[src/rtl/fmm_pkg.sv]
// Shared types and constants for the single-precision matrix product engine.
// Holds the port payload structs, the command item passed through the queue and the codes.
// No dependencies.
`timescale 1ns / 1ps

package fmm_pkg;

	localparam int ROW_W      = 6;
	localparam int COL_W      = 8;
	localparam int OUT_COL_W  = 6;
	localparam int ELEM_W     = 32;
	localparam int CNT_W      = 7;
	localparam int DEPTH_W    = 9;
	localparam int CFG_IDX_W  = 2;
	localparam int CFG_DATA_W = 9;
	localparam int QUEUE_DEPTH = 4;
	localparam int QPTR_W      = 2;

	localparam logic [CNT_W-1:0]   ROW_COUNT_RST = 7'd64;
	localparam logic [CNT_W-1:0]   COL_COUNT_RST = 7'd64;
	localparam logic [DEPTH_W-1:0] DEPTH_RST     = 9'd256;

	localparam logic [31:0] QNAN_BITS = 32'h7FC0_0000;
	localparam logic [30:0] INF_MAG   = 31'h7F80_0000;

	typedef enum logic [1:0] {
		OP_WR_A    = 2'd0,
		OP_WR_B    = 2'd1,
		OP_COMPUTE = 2'd2
	} opcode_t;

	typedef enum logic [CFG_IDX_W-1:0] {
		CFG_ROW_COUNT = 2'd0,
		CFG_COL_COUNT = 2'd1,
		CFG_DEPTH     = 2'd2
	} cfg_idx_t;

	typedef enum logic [1:0] {
		CMD_WR_A,
		CMD_WR_B,
		CMD_COMPUTE
	} cmd_kind_t;

	typedef enum logic [1:0] {
		B_IDLE,
		B_READ,
		B_WAIT,
		B_DONE
	} back_state_t;

	typedef struct packed {
		logic [1:0]        opcode;
		logic [ROW_W-1:0]  row_index;
		logic [COL_W-1:0]  col_index;
		logic [ELEM_W-1:0] element_bits;
	} fmm_in_t;

	typedef struct packed {
		logic [ELEM_W-1:0]    product_bits;
		logic [ROW_W-1:0]     out_row;
		logic [OUT_COL_W-1:0] out_col;
		logic                 status;
	} fmm_out_t;

	typedef struct packed {
		cmd_kind_t         kind;
		logic [ROW_W-1:0]  row;
		logic [COL_W-1:0]  col;
		logic [ELEM_W-1:0] value;
		logic              status;
		logic [DEPTH_W-1:0] len;
	} fmm_cmd_t;

endpackage

[src/rtl/fmm_front.sv]
// Front part: configuration registers, item acceptance and classification.
// Depends on fmm_pkg; pushes command items into fmm_queue.
`timescale 1ns / 1ps

module fmm_front import fmm_pkg::*; #(
	parameter int MAX_ROWS  = 64,
	parameter int MAX_COLS  = 64,
	parameter int MAX_DEPTH = 256
) (
	input  logic                  clk,
	input  logic                  arst_n,
	input  logic                  in_valid,
	output logic                  in_ready,
	input  fmm_in_t               in_data,
	input  logic                  cfg_valid,
	output logic                  cfg_ready,
	input  logic [CFG_IDX_W-1:0]  cfg_index,
	input  logic [CFG_DATA_W-1:0] cfg_data,
	output logic                  q_push,
	output fmm_cmd_t              q_data,
	input  logic                  q_full
);

	logic [CNT_W-1:0]   row_count_q;
	logic [CNT_W-1:0]   col_count_q;
	logic [DEPTH_W-1:0] depth_q;
	logic               keep;
	logic               row_ok;
	logic               col_ok;

	assign cfg_ready = 1'b1;
	assign in_ready  = !q_full;
	assign q_push    = in_valid && !q_full && keep;

	always_ff @(posedge clk or negedge arst_n) begin
		if (!arst_n) begin
			row_count_q <= ROW_COUNT_RST;
			col_count_q <= COL_COUNT_RST;
			depth_q     <= DEPTH_RST;
		end else if (cfg_valid) begin
			case (cfg_index)
				CFG_ROW_COUNT: row_count_q <= cfg_data[CNT_W-1:0];
				CFG_COL_COUNT: col_count_q <= cfg_data[CNT_W-1:0];
				CFG_DEPTH:     depth_q     <= cfg_data;
				default:       ;
			endcase
		end
	end

	always_comb begin
		row_ok = (int'(in_data.row_index) < int'(row_count_q))
			&& (int'(in_data.row_index) < MAX_ROWS);
		col_ok = (int'(in_data.col_index) < int'(col_count_q))
			&& (int'(in_data.col_index) < MAX_COLS);
		q_data.row    = in_data.row_index;
		q_data.col    = in_data.col_index;
		q_data.value  = in_data.element_bits;
		q_data.status = !(row_ok && col_ok);
		q_data.len    = (int'(depth_q) > MAX_DEPTH) ? DEPTH_W'(MAX_DEPTH) : depth_q;
		q_data.kind   = CMD_COMPUTE;
		keep          = 1'b0;
		case (in_data.opcode)
			OP_WR_A: begin
				q_data.kind = CMD_WR_A;
				keep = (int'(in_data.row_index) < MAX_ROWS)
					&& (int'(in_data.col_index) < MAX_DEPTH);
			end
			OP_WR_B: begin
				q_data.kind = CMD_WR_B;
				keep = (int'(in_data.row_index) < MAX_COLS)
					&& (int'(in_data.col_index) < MAX_DEPTH);
			end
			OP_COMPUTE: begin
				q_data.kind = CMD_COMPUTE;
				keep = 1'b1;
			end
			default: keep = 1'b0;
		endcase
	end

endmodule

[config.mk]
export PLATFORM = sky130hd
export DESIGN_NAME = fmm_front
export DESIGN_NICKNAME = d
export VERILOG_FILES = /design/src/rtl/fmm_pkg.sv /design/src/rtl/fmm_front.sv
export SDC_FILE = /design/constraint.sdc
export NUM_CORES = 1
export LEC_CHECK = 0
export ABC_AREA = 1
export BUFFER_PORTS_ARGS = -buffer_cell sky130_fd_sc_hd__buf_2
export CORE_ASPECT_RATIO = 1.75
export CORE_MARGIN = 1
export CORE_UTILIZATION = 31
export DETAILED_ROUTE_END_ITERATION = 6
export PLACE_DENSITY = 0.74
export SLEW_MARGIN = 20
export SYNTH_ARGS = -nofsm -noshare
export SYNTH_HDL_FRONTEND = slang
export SYNTH_SLANG_ARGS = --single-unit
[constraint.sdc]
create_clock -name clk -period 2.47 [get_ports clk]
set_input_delay 0.3705 -clock clk [delete_from_list [all_inputs] [get_ports clk]]
set_output_delay 0.3705 -clock clk [all_outputs]
set_load 0.01 [all_outputs]
==> metrics <==
post-cts sizing count=0; Worst R2R Path Depth=2; Placeable Area=5540 um2; H-Tree Depth=1; Congestion Overflow GR=0; final hold slack=0.0627 ns; Final period util=82.5%; Mapped Nets=299; first-pass GRT wire length=5290 um; Worst-path clk slew=0.08 ns; Peak VDD IR=344 uV; synthesized area=1790 um2; status=finished clean; Routed WL per cell=10.6 um; Crit. End Element=output port; static leakage=1.04 nW; pins over their slew limit=0; Root Driver=clkbuf_8; PwrDens=560 nW/um2; Clk Latency, worst-skew pair=0.26 ns; Max FO, Critical Path=2; Setup Skew=0 ns; Distinct cells, synth=17; Antenna Cells=0; Site Rows=36; metal3 WL=228 um; Hold WC Path Type=in2async; reg-to-reg startpoint=depth_q[8]; commonest non-fill, non-tap cell in the layout=buf_2; die area=6080 um2; synth warn=0; CP Data Arrival Time=1.67 ns; I/O Buffers=59; CTS tree=yes; share of the synthesized area in the top cell type=28.0%; post-detailed-route count of antenna-violating nets=0; total power=1.02 mW; WP data required=2.10 ns; met1 wire length=1170 um; top cells by area, synth=dfrtp_1 28%, buf_4 20%, o21ai_2 10%; Reg2Reg Setup Slack=1.66 ns; drt drc=0; CTS Buf Count=3; most frequent cells in the layout=59 x buf_2, 42 x inv_1, 41 x nand2_1, 21 x o21ai_2, 20 x dfrtp_1; Final Hold Viols=0; Seq/Total Area, Yosys=32.4%; vias in the first global route=1,250; Placer Congestion=0.736; setup tns final=0 ns; uppermost routed layer=met4; setup violators final=0; Syn Inst Count=224; clock sinks=23; Yosys top cell by area=dfrtp_1; clk buf depth=2; area grow syn2layout=2.31%; Fill cells=593; Crit Path Category=reg2out; max-cap violations=0; Worst R2R End=depth_q[8]; largest net degree at the start of global routing=24; drt pass-1 iters=4; # IOs=125; die width=59.4 um; RSZ-0062 raised after global routing=no; post-synthesis area per instance=7.98 um2; share of cells above drive strength 1=38.7%; DP Worst Slack=0.714 ns; Worst setup SP type=flop; # hold bufs at CTS=0; Total Wirelength=3300 um; die height=102 um; GRT Overall Usage=11.4%; Final Worst Setup Slack=0.433 ns; HPWL after detailed placement=2760 um; DR vias/cell=4.16; Initial DRC Count=22; postcts setup bufs=0; Max Clk Rate=0.491 GHz; Initial Util=32.2%; Nets=311; vias=1,293; crit path time final=2.04 ns; register bit count reported by yosys=23; met2 wire length=1770 um; antenna violations before repair=0
[worst max-delay path: stages, from the launching register on]
cell,delay (ns)
dfstp_2,0.54
inv_1,0.04
ha_1,0.28
nand2_1,0.09
nor2_1,0.04
nor2_1,0.09
nand2_1,0.06
nor2_1,0.08
nand2_1,0.06
buf_2,0.13
[flip-flops by register name, indices dropped and copies added (netlist names)]
name         cells
col_count_q      7
row_count_q      7
depth_q          9
[report_power, final]
group / internal [mW] / switching [mW] / leakage [nW]
Combinational: 0.134 / 0.185 / 0.736
Sequential: 0.442 / 0.0335 / 0.279
Clock: 0.115 / 0.115 / 0.0228
[area by class of cell]
| class | instances | area, um2 | share of cell area, % |
|---|---|---|---|
| multi-input combinational | 107 | 656 | 35.9 |
| sequential | 23 | 579 | 31.7 |
| timing repair buffer | 59 | 295 | 16.2 |
| inverter | 42 | 158 | 8.62 |
| tap | 76 | 95.1 | 5.20 |
| clock buffer | 4 | 45.0 | 2.46 |
[worst max-delay path by stage]
stage                               from   endpoint  cells past startpoint
after floorplan           col_count_q[6]  q_data[9]                      8
after global placement    col_count_q[6]  q_data[9]                      9
after detailed placement  col_count_q[6]  q_data[9]                      9
after CTS                 col_count_q[6]  q_data[9]                      9
after global routing      col_count_q[6]  q_data[9]                      9
final                     col_count_q[6]  q_data[9]                      9
[Yosys cell counts]
master    instances
dfrtp_1          20
nand3_2           2
inv_1            42
a21oi_2           2
buf_4            47
a21oi_1           4
nor2_1           19
clkbuf_1          2
nand4_1           4
buf_6             3
dfstp_2           3
nand3_4           1
ha_1             11
conb_1            1
o21ai_2          21
nand3_1           1
nand2_1          41
[kinds of logic after synthesis]
| kind of cell | share of synthesized area (%) |
|---|---|
| buf+inv | 30.9 |
| fa+ha+maj | 7.70 |
| flops | 32.4 |
| compound gates | 12.4 |
| other cells | 0.210 |
| simple gates | 16.4 |
[through the flow]
stage          util, %  instances  cell area [um2]
2_1_floorplan        -        224             1790
3_3_place_gp      32.2        307             1780
3_5_place_dp      32.2        307             1780
4_1_cts           33.0        311             1830
5_1_grt           33.0        311             1830
6_report          33.0        311             1830
[layer usage]
layer / GRT usage, % / vias up
met4: 7.69 / 0
met5: 0 / -
met2: 21.2 / 55
met3: 0.886 / 20
li1: - / 651
met1: 11.5 / 567
(Power assumes the default switching activity.)
