## config.mk

```make
export PLATFORM = sky130hd
export DESIGN_NAME = fmm_queue
export DESIGN_NICKNAME = d
export VERILOG_FILES = /design/src/rtl/fmm_pkg.sv /design/src/rtl/fmm_queue.sv
export SDC_FILE = /design/constraint.sdc
export NUM_CORES = 1
export LEC_CHECK = 0
export ABC_AREA = 1
export BUFFER_PORTS_ARGS = -buffer_cell sky130_fd_sc_hd__buf_2
export CORE_AREA = 2 2 142 144
export CTS_CLUSTER_DIAMETER = 150
export DETAILED_ROUTE_END_ITERATION = 8
export DIE_AREA = 0 0 144 146
export PLACE_DENSITY = 0.8
export SYNTH_ARGS = -nofsm -noshare
export SYNTH_HDL_FRONTEND = slang
export SYNTH_SLANG_ARGS = --single-unit
```

## constraint.sdc

```tcl
create_clock -name clk -period 2.1 [get_ports clk]
set_input_delay 0.105 -clock clk [delete_from_list [all_inputs] [get_ports clk]]
set_output_delay 0.105 -clock clk [all_outputs]
set_load 0.01 [all_outputs]
```

## src/rtl/fmm_pkg.sv

```systemverilog
// Shared types and constants for the single-precision matrix product engine.
// Holds the port payload structs, the command item passed through the queue and the codes.
// No dependencies.
`timescale 1ns / 1ps

package fmm_pkg;

	localparam int ROW_W      = 6;
	localparam int COL_W      = 8;
	localparam int OUT_COL_W  = 6;
	localparam int ELEM_W     = 32;
	localparam int CNT_W      = 7;
	localparam int DEPTH_W    = 9;
	localparam int CFG_IDX_W  = 2;
	localparam int CFG_DATA_W = 9;
	localparam int QUEUE_DEPTH = 4;
	localparam int QPTR_W      = 2;

	localparam logic [CNT_W-1:0]   ROW_COUNT_RST = 7'd64;
	localparam logic [CNT_W-1:0]   COL_COUNT_RST = 7'd64;
	localparam logic [DEPTH_W-1:0] DEPTH_RST     = 9'd256;

	localparam logic [31:0] QNAN_BITS = 32'h7FC0_0000;
	localparam logic [30:0] INF_MAG   = 31'h7F80_0000;

	typedef enum logic [1:0] {
		OP_WR_A    = 2'd0,
		OP_WR_B    = 2'd1,
		OP_COMPUTE = 2'd2
	} opcode_t;

	typedef enum logic [CFG_IDX_W-1:0] {
		CFG_ROW_COUNT = 2'd0,
		CFG_COL_COUNT = 2'd1,
		CFG_DEPTH     = 2'd2
	} cfg_idx_t;

	typedef enum logic [1:0] {
		CMD_WR_A,
		CMD_WR_B,
		CMD_COMPUTE
	} cmd_kind_t;

	typedef enum logic [1:0] {
		B_IDLE,
		B_READ,
		B_WAIT,
		B_DONE
	} back_state_t;

	typedef struct packed {
		logic [1:0]        opcode;
		logic [ROW_W-1:0]  row_index;
		logic [COL_W-1:0]  col_index;
		logic [ELEM_W-1:0] element_bits;
	} fmm_in_t;

	typedef struct packed {
		logic [ELEM_W-1:0]    product_bits;
		logic [ROW_W-1:0]     out_row;
		logic [OUT_COL_W-1:0] out_col;
		logic                 status;
	} fmm_out_t;

	typedef struct packed {
		cmd_kind_t         kind;
		logic [ROW_W-1:0]  row;
		logic [COL_W-1:0]  col;
		logic [ELEM_W-1:0] value;
		logic              status;
		logic [DEPTH_W-1:0] len;
	} fmm_cmd_t;

endpackage

```

## src/rtl/fmm_queue.sv

```systemverilog
// Short command queue between the front and back parts.
// Depends on fmm_pkg for the command item type and queue depth.
`timescale 1ns / 1ps

module fmm_queue import fmm_pkg::*; (
	input  logic     clk,
	input  logic     arst_n,
	input  logic     push,
	input  fmm_cmd_t push_data,
	output logic     full,
	input  logic     pop,
	output logic     pop_valid,
	output fmm_cmd_t pop_data
);

	fmm_cmd_t            entries_q [QUEUE_DEPTH];
	logic [QPTR_W-1:0]   wp_q;
	logic [QPTR_W-1:0]   rp_q;
	logic [QPTR_W:0]     count_q;

	assign full      = (count_q == (QPTR_W+1)'(QUEUE_DEPTH));
	assign pop_valid = (count_q != '0);
	assign pop_data  = entries_q[rp_q];

	always_ff @(posedge clk) begin
		if (push) begin
			entries_q[wp_q] <= push_data;
		end
	end

	always_ff @(posedge clk or negedge arst_n) begin
		if (!arst_n) begin
			wp_q    <= '0;
			rp_q    <= '0;
			count_q <= '0;
		end else begin
			if (push) wp_q <= wp_q + 1'b1;
			if (pop) rp_q <= rp_q + 1'b1;
			if (push && !pop) count_q <= count_q + 1'b1;
			else if (pop && !push) count_q <= count_q - 1'b1;
		end
	end

endmodule

```

==> flow_metrics.py, run 1 <==
metrics = {
    "status": {
        "status": "complete, no violations",
    },
    "synth": {
        "ys_seq_elements": 239,
        "syn-num-nets": 794,
        "muxShareOfSynthArea_pct": 0,
        "synthAdderAreaFrac_pct": 0.8252,
        "yosysWarnings": 0,
        "yosys.area.top_type": "edfxtp_1",
        "syn_area_um2": 10010,
        "async_flop_share_pct": 2.929,
        "synth_area_leaders": "edfxtp_1 (70%), o211ai_2 (7.4%), nand2_1 (7.1%)",
        "synth_compound_area_share_pct": 11.70,
        "synth_top_area_share_pct": 69.62,
        "yosysMostFrequentCell": "edfxtp_1",
        "yosys.area_share.simple_pct": 7.252,
        "synth_top_family_by_area": "compound AO/OA/AOI/OAI gates",
        "syn_area_per_cell_um2": 13.78,
        "yosysSeqAreaShare_pct": 71.37,
        "synthXorXnorAreaFrac_pct": 0.3501,
        "yosys-top-cells-count": "edfxtp_1 (232), nand2_1 (188), inv_1 (127)",
        "synthFlopType": "edfxtp_1",
        "synth_cells": 726,
        "synth-edff-count": 232,
        "synth_cell_types": 22,
    },
    "finish": {
        "nFillCells": 1384,
        "drive_gt1_share_pct": 25.91,
        "fin_nets": 980,
        "multi_input_area_um2": 2014,
        "areaGrowthSynthToFinish_pct": 22.62,
        "final_area_um2": 12270,
        "ff_latch_area_um2": 7149,
        "n_antenna_cell": 0,
    },
    "power_and_ir_drop": {
        "p_leak_nw": 4.987,
        "vdd_ir_drop_max_uv": 997.9,
        "p_total_w": 0.01670,
        "p_per_area_nw_per_um2": 1361,
    },
    "global_routing": {
        "grt_pass1_vias": 5764,
        "grt_use_total_pct": 17.45,
        "grt-ovfl-total": 0,
        "grt_pass1_wl_um": 28880,
        "antenna_found_initial": 1,
        "grt_start_max_net_pins": 59,
    },
    "critical_path": {
        "cpMostUsedCell": "nand2_1",
        "cp_max_fo": 20,
        "worstPathArrival_ns": 1.89,
        "worstSetupPathType": "flip-flop to output port",
        "crit_path_end_kind": "output port",
        "rrSetupSlack_ns": 0.56,
        "path_cells": "buf_4 -> nand2_1 -> o211ai_1 -> nand2_1 -> buf_2",
        "crit_path_top_delay_cell": "dfrtp_4",
        "max_stage_delay_ns": 0.61,
        "cp-start-kind": "flip-flop",
        "critical_path_required_ns": 2.00,
    },
    "timing": {
        "max_slew_margin_pct": 73.39,
        "report.final.slew_viol_count": 0,
        "worst_pin_slew_ns": 0.3991,
        "holdWs_ns": 0.3477,
        "final.period_utilization_pct": 94.86,
        "setup_tns_ns": 0,
        "rsz0062_at_grt": "false",
        "timing.fmax_ghz": 0.5020,
        "fin_crit_ns": 1.992,
        "setup_viol": 0,
        "hold_viol": 0,
        "fin_skew_ns": 0.01169,
    },
    "clock_tree": {
        "clk_latency_ns": 0.50,
        "numCtsBuffers": 24,
        "clock_path_buffers": 3,
        "cts_max_level": 1,
        "cts_tree": "yes",
        "cts_sinks": 239,
        "clkTransAtPathRegs_ns": 0.06,
        "cts_root_buf": "clkbuf_16",
    },
    "floorplanning": {
        "num_rows": 51,
        "core_area_um2": 19330,
        "ios": 122,
        "die_width_um": 144,
        "die_h_um": 146,
        "die-area_um2": 21020,
        "start_util_pct": 51.76,
    },
    "place": {
        "hpwl_um": 10490,
        "post_dp_cell_area_um2": 10830,
        "port-buffer-count": 121,
        "gp_congestion": 0.6911,
    },
    "drt": {
        "postRouteAntennaNets": 0,
        "viasPerCell": 4.890,
        "drc": 0,
        "route.vias.total": 5844,
        "drt-initial-drc-count": 379,
        "wl_per_cell_um": 15.43,
        "dr.pass1.iters": 4,
        "routed_wl_um": 18440,
    },
    "min_path": {
        "hp-class": "input pin to flip-flop",
    },
    "run": {
        "maxCapViolCount": 0,
    },
}
==> placed cells by master, fill, tap and decap left out, types with 2 or more instances in the layout <==
| master | netlist | layout |
|---|---|---|
| dfrtp_1 | 7 | 5 |
| clkinvlp_4 | 0 | 4 |
| clkbuf_8 | 0 | 3 |
| o211ai_1 | 57 | 57 |
| buf_12 | 1 | 10 |
| clkbuf_1 | 1 | 5 |
| ha_1 | 5 | 5 |
| clkinv_2 | 0 | 7 |
| edfxtp_1 | 232 | 232 |
| inv_1 | 127 | 123 |
| bufinv_16 | 0 | 2 |
| nand2_1 | 188 | 188 |
| o211ai_2 | 59 | 59 |
| buf_4 | 2 | 6 |
| dlygate4sd3_1 | 0 | 62 |
| dfrtp_4 | 0 | 2 |
| clkinv_1 | 0 | 2 |
| clkbuf_16 | 0 | 25 |
| buf_2 | 14 | 121 |
| xor2_1 | 3 | 3 |
==> power by group <==
| group | switching, W | leakage (nW) | total (W) | internal (W) |
|---|---|---|---|---|
| combinational | 0.00369 | 2.38 | 0.00593 | 0.00224 |
| sequential | 0.000339 | 2.21 | 0.00660 | 0.00626 |
| clock | 0.00166 | 0.394 | 0.00418 | 0.00252 |
==> state kept, by name, indices dropped and copies added (netlist names) <==
name       cells
entries_q    232
wp_q           2
count_q        3
rp_q           2
==> per-stage QoR <==
step,setup WS [ns],std cells,util (%)
after floorplan,0.1556,726,-
after global placement,0.5178,1086,56.01
after detailed placement,0.4455,1086,56.01
after CTS,0.009484,1193,63.37
after global routing,0.002872,1195,63.46
final,0.1079,1195,63.46
==> cell families after synthesis <==
group	count (synthesis)
adder cells (fa/ha/maj)	6
buffers and inverters	168
XOR/XNOR	4
AO/OA/AOI/OAI	117
flip-flops	239
AND/OR/NAND/NOR	192
==> cell type report <==
type | instances | share of cell area (%)
multi-input combinational | 319 | 16.42
clock buffer | 33 | 5.588
timing repair buffer | 200 | 12.11
sequential | 239 | 58.26
clock inverter | 11 | 0.8361
inverter | 128 | 4.079
tap | 265 | 2.702
==> timing repair <==
action | 4_1_cts | 5_1_grt
pin swaps | 0 | 0
endpoints found under the setup margin | 5 | 14
gates resized for setup | 0 | 1
hold endpoints to repair | 243 | 0
buffers inserted | 1 | 2
hold buffers | 62 | 0
==> routing by layer <==
metal	routed length (um)	vias up	global-route usage, %
li1	-	2885	-
met1	8032	2800	23.26
met2	9241	138	30.02
met3	972	19	3.159
met4	175	2	3.775
met5	13	-	0
==> final timing paths <==
kind	to	cells past startpoint	from
worst max-delay path	pop_data[56]	5	rp_q[0]
worst min-delay path	entries_q[0][38]	2	push_data[38]
worst max register to register	entries_q[0][25]	5	wp_q[0]
worst min register to register	count_q[2]	2	count_q[2]
max in group asynchronous	rp_q[0]	3	arst_n
min in group asynchronous	count_q[2]	3	arst_n
==> worst max-delay path: cells and delay by family (launching register included) <==
kind | cells | cell delay (ns)
and+or+nand+nor | 2 | 0.22
DFF | 1 | 0.61
AOI/OAI and AO/OA | 1 | 0.10
buffers and inverters | 2 | 0.46
No activity file was read; power rests on OpenSTA's default activity.
==> run 2, diff against run 1 <==
==> constraint.sdc (replaced) <==
create_clock -name clk -period 2.1 [get_ports clk]
set_input_delay 0.315 -clock clk [delete_from_list [all_inputs] [get_ports clk]]
set_output_delay 0.315 -clock clk [all_outputs]
set_load 0.01 [all_outputs]
==> flow_metrics.py, run 2 (synthesis gave the netlist of run 1 again) <==
metrics = {
    "status": {
        "status": "finished with violations",
        "violations": "negative setup slack",
    },
    "finish": {
        "nFillCells": 1375,
        "drive_gt1_share_pct": 29.42,
        "top_regs": "entries_q x232, count_q x3",
        "largest_reg_flops": 232,
        "final_common_cell": "edfxtp_1",
        "final_cell_mix": "edfxtp_1 (232), nand2_1 (184), inv_1 (123)",
        "top_register": "entries_q",
        "areaGrowthSynthToFinish_pct": 23.87,
        "fin_nets": 953,
    },
    "clock_tree": {
        "clkTransAtPathRegs_ns": 0.06,
        "cts_root_buf": "clkbuf_16",
        "cts_sinks": 239,
        "cts_tree": "yes",
        "clock_path_buffers": 3,
        "numCtsBuffers": 26,
        "clk_latency_ns": 0.52,
        "cts_max_level": 1,
    },
    "power_and_ir_drop": {
        "p_sw_w": 0.006301,
        "pwr-share-seq_pct": 36.0,
        "combPwrFrac_pct": 41.3,
        "p_leak_nw": 5.051,
        "p_total_w": 0.01831,
        "vdd_ir_drop_max_uv": 870.0,
        "clkPwrFrac_pct": 22.8,
        "p_per_area_nw_per_um2": 1477,
        "p_int_w": 0.01201,
        "switching_share_pct": 34.41,
    },
    "global_routing": {
        "antenna_found_initial": 1,
        "grt_use_total_pct": 19.90,
        "grt_pass1_wl_um": 32110,
        "grt_pass1_vias": 6177,
        "grt-ovfl-total": 0,
        "grt_start_max_net_pins": 59,
    },
    "critical_path": {
        "rr_endpoint": "entries_q[1][43]",
        "worstSetupPathType": "flip-flop to output port",
        "cp-endpoint": "pop_data[15]",
        "reg2regPathDepth": 4,
        "cp-startpoint": "rp_q[0]",
        "cp-start-kind": "flip-flop",
        "worstPathArrival_ns": 1.80,
        "r2r_start": "wp_q[0]",
        "cp_max_fo": 7,
        "rrSetupSlack_ns": 0.43,
        "crit_path_end_kind": "output port",
        "critical_path_required_ns": 1.78,
    },
    "timing": {
        "fin_crit_ns": 2.119,
        "max_slew_margin_pct": 71.71,
        "timing.fmax_ghz": 0.4720,
        "worst_slack_ns": -0.01856,
        "final.period_utilization_pct": 100.9,
        "hold_viol": 0,
        "setup_viol": 13,
        "fin_skew_ns": 0.01040,
        "report.final.slew_viol_count": 0,
        "rsz0062_at_grt": "true",
        "setup_tns_ns": -0.09964,
        "worst_pin_slew_ns": 0.4235,
    },
    "drt": {
        "drc": 0,
        "route.vias.total": 5958,
        "drt-initial-drc-count": 296,
        "viasPerCell": 5.088,
        "routed_wl_um": 20960,
        "dr.pass1.iters": 4,
        "postRouteAntennaNets": 0,
        "wl_per_cell_um": 17.90,
    },
    "floorplanning": {
        "die_h_um": 146,
        "start_util_pct": 51.76,
        "ios": 122,
        "num_rows": 51,
        "core_area_um2": 19330,
        "die_width_um": 144,
        "die-area_um2": 21020,
    },
    "place": {
        "gp_congestion": 0.6950,
        "port-buffer-count": 121,
        "hpwl_um": 10640,
    },
    "run": {
        "maxCapViolCount": 0,
    },
    "min_path": {
        "hp-class": "input pin to flip-flop",
    },
}
## run 2: cell types whose count changed in the layout (fill, tap and decap cells not counted), sizes merged
| cell | before | now |
|---|---|---|
| buf | 138 | 159 |
| bufinv | 2 | 1 |
| clkbuf | 33 | 35 |
| clkinv | 9 | 13 |
| clkinvlp | 4 | 5 |
| diode | 0 | 2 |
| dlygate4sd3 | 62 | 9 |
## run 2: area by class of cell
cell class | count | area [um2] | share of cell area [%]
sequential | 239 | 7149 | 57.68
multi-input combinational | 319 | 2024 | 16.33
timing repair buffer | 171 | 1587 | 12.80
clock buffer | 32 | 694.4 | 5.602
inverter | 128 | 508.0 | 4.098
tap | 265 | 331.6 | 2.675
clock inverter | 15 | 96.34 | 0.7772
antenna | 2 | 5.005 | 0.04038
## run 2: critical path, cell delays in order, from the launching register on
cell,delay [ns]
dfrtp_4,0.54
buf_12,0.19
buf_16,0.15
o211ai_1,0.15
nand2_1,0.10
buf_2,0.15
## run 2: repair_timing
item                                    in CTS  in global routing
endpoints found under the hold margin       35                  0
pin swaps                                   43                 24
hold buffers                                 9                  0
resized for setup                           32                  3
endpoints found under the setup margin      58                 58
cloned                                      15                  3
setup buffers                                6                  0
## run 2: metrics by stage
stage,hold WS (ns),std cells,cell area (um2),worst slack [ns],util (%)
2_1_floorplan,0.01941,726,10020,0.1556,-
3_3_place_gp,0.1597,1089,10880,0.3662,56.25
3_5_place_dp,0.1606,1089,10880,0.3915,56.25
4_1_cts,0.0007568,1166,12300,-0.04368,63.64
5_1_grt,0.0003435,1169,12390,-0.1104,64.08
6_report,0.01654,1171,12400,-0.01856,64.11
## run 2: how the worst min path moves through the flow
stage | from | endpoint | slack (ns) | cells after the start
2_1_floorplan | arst_n | count_q[0] | 0.02 | 0
3_3_place_gp | arst_n | count_q[2] | 0.16 | 1
3_5_place_dp | arst_n | count_q[0] | 0.16 | 1
4_1_cts | push_data[15] | entries_q[2][15] | 0.0008 | 1
5_1_grt | push_data[24] | entries_q[0][24] | 0.0003 | 1
6_report | push_data[6] | entries_q[0][6] | 0.02 | 1
## run 2: power by group through the flow
| stage | clock (W) | combinational, W | sequential (W) |
|---|---|---|---|
| 2_1_floorplan | 0 | 0.00427 | 0.00656 |
| 3_3_place_gp | 0 | 0.00579 | 0.00660 |
| 3_5_place_dp | 0 | 0.00591 | 0.00665 |
| 4_1_cts | 0.00423 | 0.00746 | 0.00659 |
| 5_1_grt | 0.00443 | 0.00822 | 0.00667 |
| 6_report | 0.00417 | 0.00755 | 0.00659 |
## run 2: per-layer routing
| metal | part of all wire, % | vias up | global-route usage (%) |
|---|---|---|---|
| li1 | - | 2858 | - |
| met1 | 42 | 2884 | 25.60 |
| met3 | 6.4 | 37 | 3.982 |
| met5 | 0.072 | - | 0 |
| met4 | 1.6 | 2 | 5.049 |
| met2 | 50 | 177 | 34.57 |
